--- src/rtl/gimg_pkg.sv ---
// ----------------------------------------------------------------------------
// gimg_pkg
// Shared types and constants of the GEM IMG line decoder: run kinds,
// configuration register indexes and the run descriptor record.
// ----------------------------------------------------------------------------
package gimg_pkg;

  // Configuration register indexes
  localparam logic [1:0] CFG_PATTERN_BYTES = 2'd0;
  localparam logic [1:0] CFG_LINE_BYTES    = 2'd1;
  localparam logic [1:0] CFG_LINE_TOTAL    = 2'd2;

  // Register reset values
  localparam logic [3:0]  PATTERN_BYTES_RST = 4'd2;
  localparam logic [15:0] LINE_BYTES_RST    = 16'd80;
  localparam logic [15:0] LINE_TOTAL_RST    = 16'd400;

  // Longest pattern the block stores
  localparam int PATTERN_MAX_DEF = 8;

  // Run kinds
  localparam logic [1:0] KIND_FILL    = 2'd0;
  localparam logic [1:0] KIND_LITERAL = 2'd1;
  localparam logic [1:0] KIND_PATTERN = 2'd2;

  // Token tags
  localparam logic [7:0] TAG_PATTERN = 8'h00;
  localparam logic [7:0] TAG_BITSTR  = 8'h80;
  localparam logic [7:0] REP_MARK    = 8'hff;
  localparam logic [7:0] FILL_BLACK  = 8'hff;
  localparam logic [7:0] FILL_WHITE  = 8'h00;

  // One run descriptor
  typedef struct packed {
    logic [1:0]  run_kind;
    logic [7:0]  fill_byte;
    logic [63:0] pattern_word;
    logic [15:0] byte_count;
    logic        end_of_line;
    logic [7:0]  line_repeats;
    logic        image_done;
  } gimg_run_t;

endpackage

--- src/rtl/gem_img_line_decoder.sv ---
// ----------------------------------------------------------------------------
// gem_img_line_decoder
// Run-length decoder for GEM IMG raster lines: turns compressed bytes into
// fill, literal and pattern run descriptors with line and image marks.
// ----------------------------------------------------------------------------
//
//  channel  direction  handshake              payload
//  in       input      in_valid / in_ready    in_data_byte, in_image_start
//  out      output     out_valid / out_ready  out_run_kind .. out_image_done
//  cfg      input      cfg_valid / cfg_ready  cfg_index, cfg_data
//
//  One byte per cycle sustained while out_ready stays high. A beat is held
//  in the input register, then the parse step writes its descriptor (if any)
//  into the output register.
//  A stalled output register holds the input register and drops in_ready
//  only once both are full, so one beat of slack covers a stall.
//  Reset (rst_n low, synchronous) clears the registers to their defaults and
//  leaves no image active: bytes are ignored until one with in_image_start.
//  Configuration writes are always taken (cfg_ready stays high).
//
module gem_img_line_decoder
  import gimg_pkg::*;
#(
  parameter int PATTERN_MAX = PATTERN_MAX_DEF
) (
  input  logic        clk,
  input  logic        rst_n,

  input  logic        in_valid,
  output logic        in_ready,
  input  logic [7:0]  in_data_byte,
  input  logic        in_image_start,

  output logic        out_valid,
  input  logic        out_ready,
  output logic [1:0]  out_run_kind,
  output logic [7:0]  out_fill_byte,
  output logic [63:0] out_pattern_word,
  output logic [15:0] out_byte_count,
  output logic        out_end_of_line,
  output logic [7:0]  out_line_repeats,
  output logic        out_image_done,

  input  logic        cfg_valid,
  output logic        cfg_ready,
  input  logic [1:0]  cfg_index,
  input  logic [15:0] cfg_data
);

  // Configuration registers
  logic [3:0]  pattern_bytes_r;
  logic [15:0] line_bytes_r;
  logic [15:0] line_total_r;

  // Input register
  logic        in_vld_r, in_vld_nxt;
  logic [7:0]  data_r;
  logic        start_r;

  // Output register
  logic        out_vld_r, out_vld_nxt;
  gimg_run_t   out_run_r;

  logic        in_take;
  logic        advance;
  logic        run_valid;
  gimg_run_t   run;

  // Advance the held beat whenever the output register is free or draining
  assign advance  = in_vld_r && (!out_vld_r || out_ready);
  assign in_ready = !in_vld_r || advance;
  assign in_take  = in_valid && in_ready;
  assign cfg_ready = 1'b1;

  always_comb begin
    in_vld_nxt = in_vld_r;
    if (in_take) begin
      in_vld_nxt = 1'b1;
    end else if (advance) begin
      in_vld_nxt = 1'b0;
    end
  end

  always_comb begin
    out_vld_nxt = out_vld_r;
    if (advance) begin
      out_vld_nxt = run_valid;
    end else if (out_ready) begin
      out_vld_nxt = 1'b0;
    end
  end

  gimg_parse #(
    .PATTERN_MAX (PATTERN_MAX)
  ) u_parse (
    .clk           (clk),
    .rst_n         (rst_n),
    .step          (advance),
    .data_byte     (data_r),
    .image_start   (start_r),
    .pattern_bytes (pattern_bytes_r),
    .line_bytes    (line_bytes_r),
    .line_total    (line_total_r),
    .run_valid     (run_valid),
    .run           (run)
  );

  // Control and configuration
  always_ff @(posedge clk) begin
    if (!rst_n) begin
      in_vld_r        <= 1'b0;
      out_vld_r       <= 1'b0;
      pattern_bytes_r <= PATTERN_BYTES_RST;
      line_bytes_r    <= LINE_BYTES_RST;
      line_total_r    <= LINE_TOTAL_RST;
    end else begin
      in_vld_r  <= in_vld_nxt;
      out_vld_r <= out_vld_nxt;
      if (cfg_valid) begin
        case (cfg_index)
          CFG_PATTERN_BYTES: pattern_bytes_r <= cfg_data[3:0];
          CFG_LINE_BYTES:    line_bytes_r    <= cfg_data;
          CFG_LINE_TOTAL:    line_total_r    <= cfg_data;
          default: begin
          end
        endcase
      end
    end
  end

  // Payload: capture the input beat, load the descriptor on advance
  always_ff @(posedge clk) begin
    if (in_take) begin
      data_r  <= in_data_byte;
      start_r <= in_image_start;
    end
    if (advance) begin
      out_run_r <= run;
    end
  end

  assign out_valid        = out_vld_r;
  assign out_run_kind     = out_run_r.run_kind;
  assign out_fill_byte    = out_run_r.fill_byte;
  assign out_pattern_word = out_run_r.pattern_word;
  assign out_byte_count   = out_run_r.byte_count;
  assign out_end_of_line  = out_run_r.end_of_line;
  assign out_line_repeats = out_run_r.line_repeats;
  assign out_image_done   = out_run_r.image_done;

endmodule

--- src/rtl/gimg_parse.sv ---
// ----------------------------------------------------------------------------
// gimg_parse
// Parse state of the line decoder: takes one compressed byte per step and
// gives at most one run descriptor for it, clipped to the line.
// ----------------------------------------------------------------------------
module gimg_parse
  import gimg_pkg::*;
#(
  parameter int PATTERN_MAX = PATTERN_MAX_DEF
) (
  input  logic        clk,
  input  logic        rst_n,
  input  logic        step,
  input  logic [7:0]  data_byte,
  input  logic        image_start,
  input  logic [3:0]  pattern_bytes,
  input  logic [15:0] line_bytes,
  input  logic [15:0] line_total,
  output logic        run_valid,
  output gimg_run_t   run
);

  localparam int PW = 8 * PATTERN_MAX;
  localparam int IW = $clog2(PATTERN_MAX + 1);
  localparam logic [3:0] PMAX4 = 4'(PATTERN_MAX);

  typedef enum logic [3:0] {
    PH_LINE, PH_SAW0, PH_SAW00, PH_REPN, PH_TAG,
    PH_PCOUNT, PH_PATTERN, PH_LCOUNT, PH_LITERAL, PH_LSKIP
  } phase_t;

  phase_t          phase_r, phase_nxt, ph_e, em_next;
  logic [15:0]     bl_r, bl_nxt, bl_e, bl_after, em_cnt, clip_n;
  logic [15:0]     ll_r, ll_nxt, ll_e, rep16, reps16, ll_after;
  logic [7:0]      rep_r, rep_nxt, rep_e;
  logic [7:0]      tc_r, tc_nxt, tc_e;
  logic [PW-1:0]   store_r, store_nxt, store_e;
  logic [IW-1:0]   idx_r, idx_nxt, idx_e;

  logic [3:0]      plen;
  logic [PW-1:0]   pat_base_store, pat_store_w;
  logic [IW-1:0]   pat_base_idx, pat_idx_inc;
  logic [7:0]      pat_base_tc;
  logic            pat_full;
  logic [15:0]     pat_cnt;

  logic            em_en, tag_take, pat_take, lit_more, eol;
  logic [1:0]      em_kind;
  logic [7:0]      em_fill;
  logic [PW-1:0]   em_pat;

  // Pattern length, clamped to 1..PATTERN_MAX
  always_comb begin
    plen = pattern_bytes;
    if (plen == 4'd0) begin
      plen = 4'd1;
    end
    if (plen > PMAX4) begin
      plen = PMAX4;
    end
  end

  // Image start restarts all counts ahead of the byte itself
  always_comb begin
    ph_e    = image_start ? PH_LINE : phase_r;
    bl_e    = image_start ? 16'd0 : bl_r;
    ll_e    = image_start ? line_total : ll_r;
    rep_e   = image_start ? 8'd1 : rep_r;
    tc_e    = image_start ? 8'd0 : tc_r;
    store_e = image_start ? '0 : store_r;
    idx_e   = image_start ? '0 : idx_r;
  end

  // Pattern byte intake; after 00 00 y the run starts fresh with count 0
  assign pat_base_store = (ph_e == PH_SAW00) ? '0 : store_e;
  assign pat_base_idx   = (ph_e == PH_SAW00) ? '0 : idx_e;
  assign pat_base_tc    = (ph_e == PH_SAW00) ? 8'd0 : tc_e;
  assign pat_idx_inc    = pat_base_idx + IW'(1);
  assign pat_full       = (4'(pat_idx_inc) >= plen);
  assign pat_cnt        = {8'd0, pat_base_tc} * {12'd0, plen};

  always_comb begin
    for (int k = 0; k < PATTERN_MAX; k++) begin
      pat_store_w[8*k +: 8] = (pat_base_idx == IW'(k)) ? data_byte
                                                       : pat_base_store[8*k +: 8];
    end
  end

  always_comb begin
    phase_nxt = ph_e;
    bl_nxt    = bl_e;
    ll_nxt    = ll_e;
    rep_nxt   = rep_e;
    tc_nxt    = tc_e;
    store_nxt = store_e;
    idx_nxt   = idx_e;
    em_en     = 1'b0;
    em_kind   = KIND_FILL;
    em_fill   = 8'd0;
    em_pat    = '0;
    em_cnt    = 16'd0;
    em_next   = PH_TAG;
    tag_take  = 1'b0;
    pat_take  = 1'b0;
    lit_more  = 1'b0;
    clip_n    = 16'd0;
    bl_after  = 16'd0;
    eol       = 1'b0;
    rep16     = 16'd0;
    reps16    = 16'd0;
    ll_after  = 16'd0;

    if (ll_e != 16'd0) begin
      case (ph_e)
        PH_LINE: begin
          bl_nxt  = line_bytes;
          rep_nxt = 8'd1;
          if (data_byte == 8'd0) begin
            phase_nxt = PH_SAW0;
          end else begin
            tag_take = 1'b1;
          end
        end
        PH_SAW0: begin
          if (data_byte == 8'd0) begin
            phase_nxt = PH_SAW00;
          end else begin
            tc_nxt    = data_byte;
            store_nxt = '0;
            idx_nxt   = '0;
            phase_nxt = PH_PATTERN;
          end
        end
        PH_SAW00: begin
          if (data_byte == REP_MARK) begin
            phase_nxt = PH_REPN;
          end else begin
            tc_nxt   = 8'd0;
            pat_take = 1'b1;
          end
        end
        PH_REPN: begin
          rep_nxt   = (data_byte == 8'd0) ? 8'd1 : data_byte;
          phase_nxt = PH_TAG;
        end
        PH_TAG: begin
          tag_take = 1'b1;
        end
        PH_PCOUNT: begin
          tc_nxt    = data_byte;
          store_nxt = '0;
          idx_nxt   = '0;
          phase_nxt = PH_PATTERN;
        end
        PH_PATTERN: begin
          pat_take = 1'b1;
        end
        PH_LCOUNT: begin
          tc_nxt    = data_byte;
          phase_nxt = (data_byte == 8'd0) ? PH_TAG : PH_LITERAL;
        end
        PH_LITERAL: begin
          tc_nxt   = tc_e - 8'd1;
          em_en    = 1'b1;
          em_kind  = KIND_LITERAL;
          em_fill  = data_byte;
          em_cnt   = 16'd1;
          lit_more = (tc_nxt != 8'd0);
        end
        PH_LSKIP: begin
          tc_nxt = tc_e - 8'd1;
          if (tc_nxt == 8'd0) begin
            phase_nxt = PH_LINE;
          end
        end
        default: begin
          phase_nxt = PH_LINE;
        end
      endcase
    end

    // Token tag: pattern run, bit string or solid run
    if (tag_take) begin
      if (data_byte == TAG_PATTERN) begin
        phase_nxt = PH_PCOUNT;
      end else if (data_byte == TAG_BITSTR) begin
        phase_nxt = PH_LCOUNT;
      end else begin
        em_en   = 1'b1;
        em_kind = KIND_FILL;
        em_fill = data_byte[7] ? FILL_BLACK : FILL_WHITE;
        em_cnt  = {9'd0, data_byte[6:0]};
      end
    end

    if (pat_take) begin
      store_nxt = pat_store_w;
      idx_nxt   = pat_idx_inc;
      if (pat_full) begin
        em_en   = 1'b1;
        em_kind = KIND_PATTERN;
        em_pat  = pat_store_w;
        em_cnt  = pat_cnt;
      end else begin
        phase_nxt = PH_PATTERN;
      end
    end

    // Clip to the line; close the line when it is full
    if (em_en) begin
      clip_n   = (em_cnt > bl_nxt) ? bl_nxt : em_cnt;
      bl_after = bl_nxt - clip_n;
      bl_nxt   = bl_after;
      eol      = (bl_after == 16'd0);
      if (eol) begin
        rep16     = {8'd0, (rep_nxt == 8'd0) ? 8'd1 : rep_nxt};
        reps16    = (rep16 > ll_nxt) ? ll_nxt : rep16;
        ll_after  = ll_nxt - reps16;
        ll_nxt    = ll_after;
        rep_nxt   = 8'd1;
        phase_nxt = PH_LINE;
      end else begin
        phase_nxt = em_next;
      end
    end

    // Bit string continues, or its tail past the line is skipped
    if (lit_more) begin
      phase_nxt = (phase_nxt == PH_LINE) ? PH_LSKIP : PH_LITERAL;
    end
  end

  assign run_valid        = em_en;
  assign run.run_kind     = em_kind;
  assign run.fill_byte    = em_fill;
  assign run.pattern_word = 64'(em_pat);
  assign run.byte_count   = clip_n;
  assign run.end_of_line  = eol;
  assign run.line_repeats = reps16[7:0];
  assign run.image_done   = eol && (ll_after == 16'd0);

  always_ff @(posedge clk) begin
    if (!rst_n) begin
      phase_r <= PH_LINE;
      bl_r    <= 16'd0;
      ll_r    <= 16'd0;
      rep_r   <= 8'd1;
      tc_r    <= 8'd0;
      store_r <= '0;
      idx_r   <= '0;
    end else if (step) begin
      phase_r <= phase_nxt;
      bl_r    <= bl_nxt;
      ll_r    <= ll_nxt;
      rep_r   <= rep_nxt;
      tc_r    <= tc_nxt;
      store_r <= store_nxt;
      idx_r   <= idx_nxt;
    end
  end

`ifndef SYNTHESIS
  a_eol_reps : assert property (@(posedge clk) disable iff (!rst_n)
    step && run_valid && run.end_of_line |-> run.line_repeats != 8'd0)
    else $error("line closed with zero repeats");

  a_mid_line : assert property (@(posedge clk) disable iff (!rst_n)
    step && run_valid && !run.end_of_line |-> run.line_repeats == 8'd0 && !run.image_done)
    else $error("repeats or image done on a run inside a line");

  a_done_stop : assert property (@(posedge clk) disable iff (!rst_n)
    step && run_valid && run.image_done |=> ll_r == 16'd0)
    else $error("lines left after image done");

  a_idx_range : assert property (@(posedge clk) disable iff (!rst_n)
    idx_r <= IW'(PATTERN_MAX))
    else $error("pattern index beyond pattern store");
`endif

endmodule

--- config.mk ---
export PLATFORM = sky130hd
export DESIGN_NAME = gem_img_line_decoder
export DESIGN_NICKNAME = d
export VERILOG_FILES = /design/src/rtl/gimg_pkg.sv /design/src/rtl/gem_img_line_decoder.sv /design/src/rtl/gimg_parse.sv
export SDC_FILE = /design/constraint.sdc
export NUM_CORES = 1
export LEC_CHECK = 0
export BUFFER_PORTS_ARGS = -buffer_cell sky130_fd_sc_hd__buf_2
export CORE_ASPECT_RATIO = 1.2
export CORE_MARGIN = 3
export CORE_UTILIZATION = 55
export CTS_CLUSTER_DIAMETER = 40
export DETAILED_ROUTE_END_ITERATION = 7
export HOLD_SLACK_MARGIN = 0.08
export PLACE_DENSITY = 0.77
export RECOVER_POWER = 50
export SLEW_MARGIN = 0
export SYNTH_ARGS = -nofsm -noshare
export SYNTH_HDL_FRONTEND = slang
export SYNTH_HIERARCHICAL = 1
export SYNTH_SLANG_ARGS = --single-unit
--- constraint.sdc ---
create_clock -name clk -period 10 [get_ports clk]
set_input_delay 1.5 -clock clk [delete_from_list [all_inputs] [get_ports clk]]
set_output_delay 1.5 -clock clk [all_outputs]
set_load 0.1 [all_outputs]
==> flow_metrics.py <==
metrics = {
    "grt": {
        "grtUsageTotal_pct": 26.3,
        "grt_overflow": 0,
        "grt_pass1_wl_mm": 66.0,
        "grt_max_degree": 96,
        "grt_pass1_vias": 13000,
        "antenna_found_initial": 0,
    },
    "floorplan": {
        "num_rows": 66,
        "die_h_um": 190,
        "die_w_um": 159,
        "core_um2": 27400,
        "die_area_um2": 30200,
        "start_util_pct": 56.5,
        "boundaryPins": 135,
    },
    "layout": {
        "num-fill-cells": 2403,
        "syn_to_final_growth_pct": 13.0,
        "final_util_pct": 63.9,
        "fin_nets": 1974,
        "antennaDiodeCount": 0,
        "drive_gt1_share_pct": 8.47,
    },
    "clock_tree": {
        "hold_buffers": 0,
        "path_clk_slew_ns": 0.05,
        "tritoncts": "built",
        "h-tree-depth": 2,
        "cts_max_path_buffers": 3,
        "root_buffer": "clkbuf_16",
        "cts_buffers": 35,
        "clk_latency_ns": 0.52,
        "cts_sinks": 267,
    },
    "pwr": {
        "power.share.clock_pct": 40.8,
        "combPwrFrac_pct": 20.0,
        "p_sw_uw": 956,
        "peakVddDrop_uv": 147,
        "leakage_uw": 0.00659,
        "p_int_uw": 2110,
        "sequentialPowerShare_pct": 39.2,
        "switching_share_pct": 31.2,
        "power_uw": 3060,
        "power_density_nw_per_um2": 175,
    },
    "drt": {
        "drt-initial-drc-count": 1260,
        "routedWlPerCell_um": 18.4,
        "firstDrtPassIters": 7,
        "drc": 0,
        "viasPerCell": 6.07,
        "ant_nets": 0,
        "wirelength_mm": 41.7,
        "num_vias": 13700,
    },
    "setup_path": {
        "path_class": "register to register",
        "rr_endpoint": "u_parse/ll_r[15]$_SDFFE_PN0P_",
        "cp-end-kind": "register",
        "cp_data_arrival_time_ns": 9.86,
        "r2r_cells": 33,
        "critical-path-max-stage-delay_ns": 0.58,
        "rrSetupSlack_ns": 0.55,
        "critPathRequiredTime_ns": 10.41,
        "slowest_stage": "or4b_4",
        "crit_path_start_kind": "register",
        "r2r_start": "u_parse/phase_r[3]$_SDFFE_PN0P_",
        "cp_max_fo": 13,
    },
    "flow_run": {
        "cap_violations": 3,
    },
    "synth": {
        "synth_top_area_share_pct": 21.1,
        "synth_area_leaders": "edfxtp_1 (21%), dfxtp_1 (20%), ha_1 (5.3%)",
        "yosysWarningCount": 6,
        "avgSynthCellArea_um2": 8.70,
        "synthTopCellsByCount": "nor2_1 (181), nand2_1 (179), dfxtp_1 (158)",
        "async_flop_share_pct": 0,
        "yosysTopAreaCell": "edfxtp_1",
        "synth_most_common_cell": "nor2_1",
        "postSynthCellCount": 1782,
        "synth-edff-count": 109,
        "synth.distinct_cells": 75,
        "syn_area_um2": 15500,
        "ys_seq_area_share_pct": 41.5,
        "synth.ff_latch_count": 267,
        "ys.flop_type": "dfxtp_1",
    },
    "timing": {
        "timing.final.crit_share_pct": 94.5,
        "report.final.slew_viol_count": 234,
        "holdWs_ns": 0.456,
        "setup-violations-final": 0,
        "maxSlewHeadroom_pct": -201,
        "rsz0062_at_grt": "false",
        "skew_ns": 0.0154,
        "setup_tns_ns": 0,
        "post-route-min-period_ns": 9.45,
        "hold_viol_final": 0,
        "fmax_ghz": 0.106,
        "fin_ws_ns": 0.554,
        "tightest_slew_ns": 4.52,
    },
    "place": {
        "hpwl_mm": 27.6,
        "dpl_worst_slack_ns": 0.333,
        "io_buffers": 133,
        "place_congestion": 0.930,
    },
    "status": {
        "violations": "capacitance limit, slew limit",
        "status": "complete, but fails checks",
    },
    "worst_hold_path": {
        "min_from": "line_total_r[5]$_SDFFE_PN0P_",
        "holdPathEnd": "line_total_r[5]$_SDFFE_PN0P_",
        "hold_class": "register to register",
        "holdPathStages": 2,
    },
}
==> registers in the layout, summed over array words and instances (netlist names) <==
name              flops
u_parse/phase_r       4
line_total_r         16
out_run_kind          2
u_parse/bl_r         16
out_line_repeats      8
out_byte_count       16
in_vld_r              1
out_valid             1
u_parse/idx_r         4
pattern_bytes_r       4
out_fill_byte         8
u_parse/rep_r         8
start_r               1
u_parse/store_r      64
out_pattern_word     64
line_bytes_r         16
data_r                8
u_parse/ll_r         16
out_image_done        1
out_end_of_line       1
u_parse/tc_r          8
==> layout make-up <==
type                       count  area [um^2]  share of cell area (%)
multi-input combinational   1321         8370                    47.8
sequential                   267         6440                    36.8
clock buffer                  42          937                    5.35
timing repair buffer         170          807                    4.61
tap                          374          468                    2.67
inverter                      67          251                    1.44
clock inverter                21          236                    1.35
==> worst max path at each step <==
stage,start,endpoint
after floorplan,start_r$_DFFE_PP_,u_parse/ll_r[13]$_SDFFE_PN0P_
after global placement,u_parse/phase_r[3]$_SDFFE_PN0P_,u_parse/ll_r[15]$_SDFFE_PN0P_
after detailed placement,u_parse/phase_r[3]$_SDFFE_PN0P_,u_parse/ll_r[15]$_SDFFE_PN0P_
after CTS,u_parse/phase_r[0]$_SDFFE_PN0P_,u_parse/ll_r[15]$_SDFFE_PN0P_
after global routing,u_parse/phase_r[3]$_SDFFE_PN0P_,u_parse/ll_r[15]$_SDFFE_PN0P_
final,u_parse/phase_r[3]$_SDFFE_PN0P_,u_parse/ll_r[15]$_SDFFE_PN0P_
==> cell families (layout without fill, tap and decap cells) <==
kind of cell             Yosys count  after routing  synth area share [%]
buffers and inverters            198            300                  5.07
AO/OA/AOI/OAI                    401            401                  16.5
other                              2              5                0.0485
adder cells (fa/ha/maj)           80             80                  7.14
flip-flops                       267            267                  41.5
multiplexers                      81             81                  5.33
AND/OR/NAND/NOR                  729            730                  23.0
XOR/XNOR                          24             24                  1.36
==> power by group through the flow <==
stage / sequential [uW] / combinational, uW / clock [uW]
3_3_place_gp: 1220 / 587 / 0
4_1_cts: 1200 / 595 / 1270
2_1_floorplan: 1360 / 323 / 0
5_1_grt: 1200 / 657 / 1320
6_report: 1200 / 613 / 1250
3_5_place_dp: 1220 / 593 / 0
==> placed cells by master, fill, tap and decap left out, types with 8 or more instances in the layout <==
cell type / instances
nand4_1: 10
a21oi_1: 146
mux2i_1: 68
xnor2_1: 16
nand2b_1: 16
o21ai_0: 51
buf_2: 30
nor3_1: 30
edfxtp_1: 109
ha_1: 64
nor2_1: 180
nor3b_1: 10
nor2b_1: 18
buf_4: 33
inv_1: 62
o31ai_1: 8
or4_1: 13
nand3_1: 122
fa_1: 14
nor4_1: 9
o211ai_1: 8
a211oi_1: 8
clkbuf_1: 110
a22oi_1: 71
a22o_1: 9
dfxtp_1: 158
xor2_1: 8
a21o_1: 19
clkbuf_16: 36
o21ai_1: 13
and3_1: 13
and2_1: 85
nand2_1: 179
mux2_2: 10
or3_1: 9
o21a_1: 10
==> per-layer routing <==
| metal | vias up | GRT usage [%] | wire (um) |
|---|---|---|---|
| met3 | 135 | 3.75 | 2540 |
| met1 | 6488 | 32.2 | 16900 |
| met2 | 569 | 46.2 | 20300 |
| li1 | 6532 | - | - |
| met5 | - | 0 | 0 |
| met4 | 0 | 11.7 | 1940 |
==> stage by stage <==
stage / instances / cell area, um^2
after CTS: 2260 / 17600
after global routing: 2262 / 17500
after global placement: 2197 / 16400
after floorplan: 1785 / 15500
final: 2262 / 17500
after detailed placement: 2197 / 16400
==> worst max-delay path: cells and delay by family (launching register included) <==
| kind | cells | cell delay [ns] |
|---|---|---|
| flops | 1 | 0.39 |
| buf+inv | 3 | 0.30 |
| simple gates | 14 | 3.99 |
| mux | 1 | 0.27 |
| fa+ha+maj | 5 | 1.99 |
| compound gates | 10 | 2.39 |
==> timing repair <==
action | in CTS | in global routing
endpoints found under the setup margin | 0 | 25
buffers inserted | 0 | 1
gates resized for setup | 0 | 11
(Power assumes the default switching activity.)
